[config.mk]
export PLATFORM = sky130hd
export DESIGN_NAME = smre_lane
export DESIGN_NICKNAME = d
export VERILOG_FILES = /design/src/rtl/core/smre_pkg.sv /design/src/rtl/core/smre_ram.sv /design/src/rtl/core/smre_lane.sv
export SDC_FILE = /design/constraint.sdc
export NUM_CORES = 2
export LEC_CHECK = 0
export BUFFER_PORTS_ARGS = -buffer_cell sky130_fd_sc_hd__buf_2
export CORE_AREA = 4 4 337 339
export CTS_CLUSTER_SIZE = 40
export DETAILED_ROUTE_END_ITERATION = 6
export DIE_AREA = 0 0 341 343
export PLACE_DENSITY = 0.73
export REMOVE_ABC_BUFFERS = 1
export SLEW_MARGIN = 40
export SYNTH_ARGS = -nofsm -noshare
export SYNTH_HDL_FRONTEND = slang
export SYNTH_SLANG_ARGS = --single-unit
[constraint.sdc]
create_clock -name clock -period 17.5 [get_ports clock]
set_clock_uncertainty 0.15 [all_clocks]
set_input_delay 3.5 -clock clock [delete_from_list [all_inputs] [get_ports clock]]
set_output_delay 3.5 -clock clock [all_outputs]
set_load 0.02 [all_outputs]
[src/rtl/core/smre_pkg.sv]
package smre_pkg;

   localparam int INNER_MAX_DEF   = 64;
   localparam int COLUMNS_MAX_DEF = 16;
   localparam int ROWS_LIMIT      = 1024;

   localparam int ELEM_W      = 16;
   localparam int PROD_W      = 32;
   localparam int ACC_W       = 48;
   localparam int ROW_POS_W   = 10;
   localparam int ROW_CNT_W   = 11;
   localparam int INNER_FLD_W = 7;
   localparam int COLS_FLD_W  = 5;
   localparam int COL_IDX_W   = 4;
   localparam int CSR_ADDR_W  = 4;
   localparam int CSR_DATA_W  = 32;

   localparam logic [1:0] REG_ROW_COUNT    = 2'd0;
   localparam logic [1:0] REG_INNER_SIZE   = 2'd1;
   localparam logic [1:0] REG_COLUMN_COUNT = 2'd2;

   typedef struct packed {
      logic advance;
      logic write;
      logic accumulate;
      logic row_end;
      logic clear;
   } lane_ctl_type;

endpackage

[src/rtl/core/smre_ram.sv]
module smre_ram #(
   parameter int WIDTH = 16,
   parameter int DEPTH = 64,
   localparam int AW = (DEPTH > 1) ? $clog2(DEPTH) : 1
) (
   input  logic             clock,
   input  logic             wr_en,
   input  logic [AW-1:0]    wr_addr,
   input  logic [WIDTH-1:0] wr_data,
   input  logic             rd_en,
   input  logic [AW-1:0]    rd_addr,
   output logic [WIDTH-1:0] rd_data
);

   logic [WIDTH-1:0] mem_ff [DEPTH];
   logic [WIDTH-1:0] rd_data_ff;

   always_ff @(posedge clock) begin
      if (wr_en) begin
         mem_ff[wr_addr] <= wr_data;
      end
      if (rd_en) begin
         rd_data_ff <= mem_ff[rd_addr];
      end
   end

   assign rd_data = rd_data_ff;

endmodule

[src/rtl/core/smre_lane.sv]
module smre_lane import smre_pkg::*; #(
   parameter int INNER_MAX = INNER_MAX_DEF,
   localparam int AW = (INNER_MAX > 1) ? $clog2(INNER_MAX) : 1
) (
   input  logic                     clock,
   input  logic                     reset,
   input  lane_ctl_type             ctl,
   input  logic [AW-1:0]            wr_addr,
   input  logic [AW-1:0]            rd_addr,
   input  logic signed [ELEM_W-1:0] wr_data,
   input  logic signed [ELEM_W-1:0] x_value,
   output logic signed [ACC_W-1:0]  row_sum
);

   logic [ELEM_W-1:0]        weight_raw;
   logic signed [ELEM_W-1:0] weight;
   logic signed [PROD_W-1:0] prod_ff, prod_in;
   logic signed [ACC_W-1:0]  acc_ff, acc_in;
   logic signed [ACC_W-1:0]  sum;

   smre_ram #(
      .WIDTH(ELEM_W),
      .DEPTH(INNER_MAX)
   ) u_store (
      .clock  (clock),
      .wr_en  (ctl.write),
      .wr_addr(wr_addr),
      .wr_data(wr_data),
      .rd_en  (ctl.advance),
      .rd_addr(rd_addr),
      .rd_data(weight_raw)
   );

   assign weight = weight_raw;
   assign sum    = acc_ff + ACC_W'(prod_ff);

   always_comb begin
      prod_in = ctl.advance ? PROD_W'(x_value) * PROD_W'(weight) : prod_ff;
      acc_in  = acc_ff;
      if (ctl.clear) begin
         acc_in = '0;
      end else if (ctl.advance && ctl.accumulate) begin
         acc_in = ctl.row_end ? '0 : sum;
      end
   end

   always_ff @(posedge clock) begin
      prod_ff <= prod_in;
      if (reset) begin
         acc_ff <= '0;
      end else begin
         acc_ff <= acc_in;
      end
   end

   assign row_sum = sum;

endmodule

[Yosys cells after proc, flatten, opt, wreduce, memory -nomap -nowiden]
Memories as Yosys holds them, arrays and structs flattened. A register that Yosys moved wholly into a read port is not among the register bits.
Cells that the tools add are included.
Storage, ports and cells
  register bits: 80
  bits in writable memories: 1024
  bits of input ports: 51
  logic and storage cells: 10
  memories: 1
Cells by class
  add/sub/neg operators: 1
  multiply operators: 1
  mux-type cells: 3
  reductions and logical operators: 2
Memories
  u_store.mem_ff: words 64, width 16, rd ports 1, clocked after Yosys merged registers in 1, wr ports 1, line smre_ram.sv:15  | logic [WIDTH-1:0] mem_ff [DEPTH];
Operators with widths (number)
  48-bit by 32-bit adder with 48-bit output: 1
  48-bit two-way mux: 1
  16-bit by 16-bit multiplier with 32-bit output: 1
  1-bit two-way mux: 2
  2-bit OR reduction: 1
  1-bit logical AND: 1

[Depth between registers and ports, before layout]
  depth after elaboration: 2
  depth in mapped cells: 24
  depth with buffers taken out: 23

[By module]
A second synthesis with hierarchy kept.
Second synthesis, totals
  cells, all modules: 3510
  area, all modules: 55295.5 um2
Modules (own cells, without submodules)
  smre_ram: times used 1, cells an instance 1829, area an instance 40202.3 um2, seq. area each 31230.0 um2
  smre_lane: times used 1, cells an instance 1681, area an instance 15093.2 um2, seq. area each 1921.8 um2

[Least setup slack after synthesis]
Ideal clock, no wire load.
  path type: input port to flip-flop
  start: input port x_value[11]
  end: register prod_ff[31] (data pin)
  arrival: 8.942 ns
  path slack: 8.150 ns
  stages on the path: 20
  path buffers: 1
  path through: clkbuf_1 nand2_1 fa_1 fa_1 fa_1 inv_1 fa_1 fa_1 inv_1 fa_1 inv_1 ha_1 a21o_1 a21o_1 a2111oi_0 a21oi_1 a21oi_1 a21oi_1 a221o_1 xnor2_1
On the way
  word-level cells in the longest chain between the ends: 1
Ends and longest elaborated chain
  start, declared: line smre_lane.sv:11  | input logic signed [ELEM_W-1:0] x_value,
  16-bit by 16-bit multiplier with 32-bit output: line smre_lane.sv:38  | prod_in = ctl.advance ? PROD_W'(x_value) * PROD_W'(weight) : prod_ff;
  end signal, assigned: line smre_lane.sv:48  | prod_ff <= prod_in;
  end, declared: line smre_lane.sv:17  | logic signed [PROD_W-1:0] prod_ff, prod_in;
Every way passes these cells.
A chain may end at the register's enable or synchronous reset.

[Worst setup path after layout]
  start: input port x_value[8]
  end: register prod_ff[31] (data pin)
The elaborated chain is that of the path after synthesis.

==> impl_metrics.yaml <==
synth:
  synthTopCellsByArea: "edfxtp_1 (59%), mux4_2 (14%), fa_1 (9.6%)"
  syn-cell-area_mm2: 0.05484
  seq_area_frac_synth: 0.6045
  ys_ff_latch: 1120
  synth_top_area_frac: 0.5870
  yosysUniqueCellTypes: 71
  synth-main-ff-cell: "edfxtp_1"
  synth_area_per_cell_um2: 16.85
  yosysWarnings: 0
  async_flop_share: 0
  synth_cells: 3254
  synth_top_area_cell: "edfxtp_1"
  synth_edf_count: 1072
timing:
  finalSetupTns_ns: 0
  rsz0062_at_grt: "no"
  max_slew_margin: 0.4346
  hold_slack_ns: 0.3341
  slew_violations: 0
  fin_crit_sh: 0.5230
  hold_viol: 0
  tightest_slew_ns: 0.8481
  min_period_ns: 9.153
  max_freq_ghz: 0.1093
  fin_ws_ns: 8.347
  setup_viol: 0
grt:
  use_met2: 0.3699
  grt_pass1_wl_mm: 190.4
  antenna_found_initial: 10
  grt.total_usage: 0.2167
  grt_max_degree: 75
  grt_pass1_vias: 30084
  grt_use_met3: 0.03660
  busiest_layer: "met2"
  grtUsageMet1: 0.2917
  grt-ovfl-total: 0
routing:
  first_iter_violations: 2995
  first_pass_iters: 7
  post_drt_wl_per_cell_um: 25.10
  vias: 29181
  ant_nets: 0
  drc_errors: 0
  via_per_inst: 5.862
  routed_wl_mm: 124.9
floorplanning:
  rows: 122
  die_y_um: 343
  core_mm2: 0.1104
  die_width_um: 341
  pin_count: 99
  start_util: 0.4969
  die_area_mm2: 0.1170
cells_and_area:
  fillers: 8459
  mostFrequentLayoutCell: "edfxtp_1"
  fin_area_mm2: 0.06092
  synthToLayoutAreaGrowth_pct: 11.08
  drive_gt1_frac: 0.1970
  layout.nets: 3840
  mostFrequentLayoutCells: "edfxtp_1 (1072), mux4_2 (336), inv_1 (335), fa_1 (263), nand2_1 (164)"
power:
  p_leak_nw: 21.73
  power_density_mw_per_mm2: 179.7
  irDropWorstVdd_mv: 0.2525
critical_path:
  cp_max_fo: 16
  reg2reg_to: "prod_ff[31]$_DFFE_PP_"
  path_common_cell: "fa_1"
  critPathLaunch: "x_value[8]"
  reg2regPathDepth: 19
  reg2reg_slack_ns: 10.65
  worstPathArrival_ns: 9.44
  cp_cell_sequence: "buf_2 -> and2_1 -> fa_1 -> inv_1 -> fa_1 -> fa_1 -> inv_1 -> fa_1 -> fa_1 -> inv_1 -> fa_1 -> inv_1 -> ha_1 -> a21o_1 -> a21o_1 -> a2111oi_0 -> a21oi_1 -> a21oi_1 -> a21oi_1 -> a221o_1 -> xnor2_1"
  cp.required_ns: 17.79
  rr_startpoint: "u_store.rd_data[3]$_DFFE_PP_"
  endpoint_kind: "register"
  critPathLaunchType: "input pin"
  worstSetupPathType: "in -> reg"
  cp_slowest_cell: "fa_1"
  crit_end: "prod_ff[31]$_DFFE_PP_"
  slowest_delay_ns: 0.54
cts:
  htreeDepth: 3
  cts_buffer_depth: 3
  clock_sinks: 1120
  clock_latency_ns: 0.73
  cts-resized-gates: 0
  cts_root_buffer: "clkbuf_16"
  cts_tree: "built"
  holdBufCountCts: 0
  numCtsBuffers: 111
  postCtsSetupBuffers: 0
  clkTransAtPathRegs_ns: 0.06
placed_design:
  place_area_mm2: 0.05731
  routabilityCongestion: 0.9060
  portBuffers: 98
  dp_hpwl_mm: 77.54
  place_ws_ns: 7.653
hold_path:
  hp-class: "reg -> reg"
run_status:
  status: "completed"
run:
  maxCapViolations: 0
## worst max-delay path: cells and delay by family
family	cells	cell delay (ns)
AO/OA/AOI/OAI	7	1.85
adder cells (fa/ha/maj)	7	3.31
buffers and inverters	5	0.42
XOR/XNOR	1	0.12
AND/OR/NAND/NOR	1	0.23
## per-stage QoR
step | total power [W] | instances | utilization
finish | 0.01095 | 4978 | 0.5520
global route | 0.01185 | 4972 | 0.5518
CTS | 0.01104 | 4970 | 0.5515
detailed placement | 0.008690 | 4771 | 0.5193
global placement | 0.008572 | 4769 | 0.5184
floorplan | 0.007495 | 3105 | -
## how the worst min path moves through the flow
stage | depth (start not counted) | to | startpoint | slack, ns
floorplan | 2 | acc_ff[37]$_SDFFE_PP0P_ | acc_ff[37]$_SDFFE_PP0P_ | 0.29
global placement | 2 | acc_ff[37]$_SDFFE_PP0P_ | acc_ff[37]$_SDFFE_PP0P_ | 0.31
detailed placement | 2 | acc_ff[37]$_SDFFE_PP0P_ | acc_ff[37]$_SDFFE_PP0P_ | 0.32
CTS | 2 | acc_ff[37]$_SDFFE_PP0P_ | acc_ff[37]$_SDFFE_PP0P_ | 0.33
global route | 1 | acc_ff[46]$_SDFFE_PP0P_ | acc_ff[46]$_SDFFE_PP0P_ | 0.35
finish | 2 | acc_ff[37]$_SDFFE_PP0P_ | acc_ff[37]$_SDFFE_PP0P_ | 0.33
## cell usage after synthesis (4+ instances only)
cell type     n
a2111oi_0     4
a211o_1       4
a211oi_1      4
a21o_1       44
a21oi_1      80
a221o_1       4
a22o_1        5
a22oi_1      35
a31oi_1      10
and2_1      130
and3_1        8
buf_1        11
buf_2        38
clkbuf_1     99
dfxtp_1      48
edfxtp_1   1072
fa_1        263
ha_1        129
inv_1       335
mux4_2      336
nand2_1     164
nand2b_1     11
nand3_1      22
nand3b_1      4
nand4_1      15
nor2_1      147
nor2b_1      13
nor3_1       16
nor3b_1       4
nor4_1        5
o211ai_1     10
o21a_1       10
o21ai_0      25
o21ai_1       5
o21bai_1     11
or3_1         4
xnor2_1      49
xor2_1       27
## power breakdown
| group | internal (W) | switching (W) | total (W) |
|---|---|---|---|
| sequential | 0.00328 | 0.0000510 | 0.00333 |
| combinational | 0.00236 | 0.00292 | 0.00529 |
| clock | 0.00131 | 0.00102 | 0.00233 |
## flip-flops by register name, summed over array words and instances (netlist names)
name             cells
u_store.mem_ff    1024
acc_ff              48
prod_ff             32
u_store.rd_data     16
## metal layers
layer	up-vias	wire [um]
met5	-	36
met2	1283	62580
met4	6	3748
met3	245	9632
li1	12501	-
met1	15146	48950
## cells by family (layout without fill, tap and decap cells)
kind of cell,after synthesis,in the layout,synth area share
compound gates,291,291,0.03685
xor+xnor,76,76,0.01214
fa+ha+maj,392,392,0.1254
buf+inv,484,713,0.03406
flops,1120,1120,0.6045
mux,337,337,0.1382
other cells,0,7,0
simple gates,554,554,0.04885
## final cells by class
type,count,area [um^2],share of cell area
Sequential cell,1120,33150,0.5442
Multi-Input combinational cell,1650,19860,0.3260
Clock buffer,141,2890,0.04745
Tap cell,1488,1862,0.03056
Inverter,335,1257,0.02064
Timing Repair Buffer,179,1214,0.01992
Clock inverter,58,666.9,0.01095
Antenna cell,7,17.52,0.0002876
Note: power is estimated with default switching activity, not from simulation.
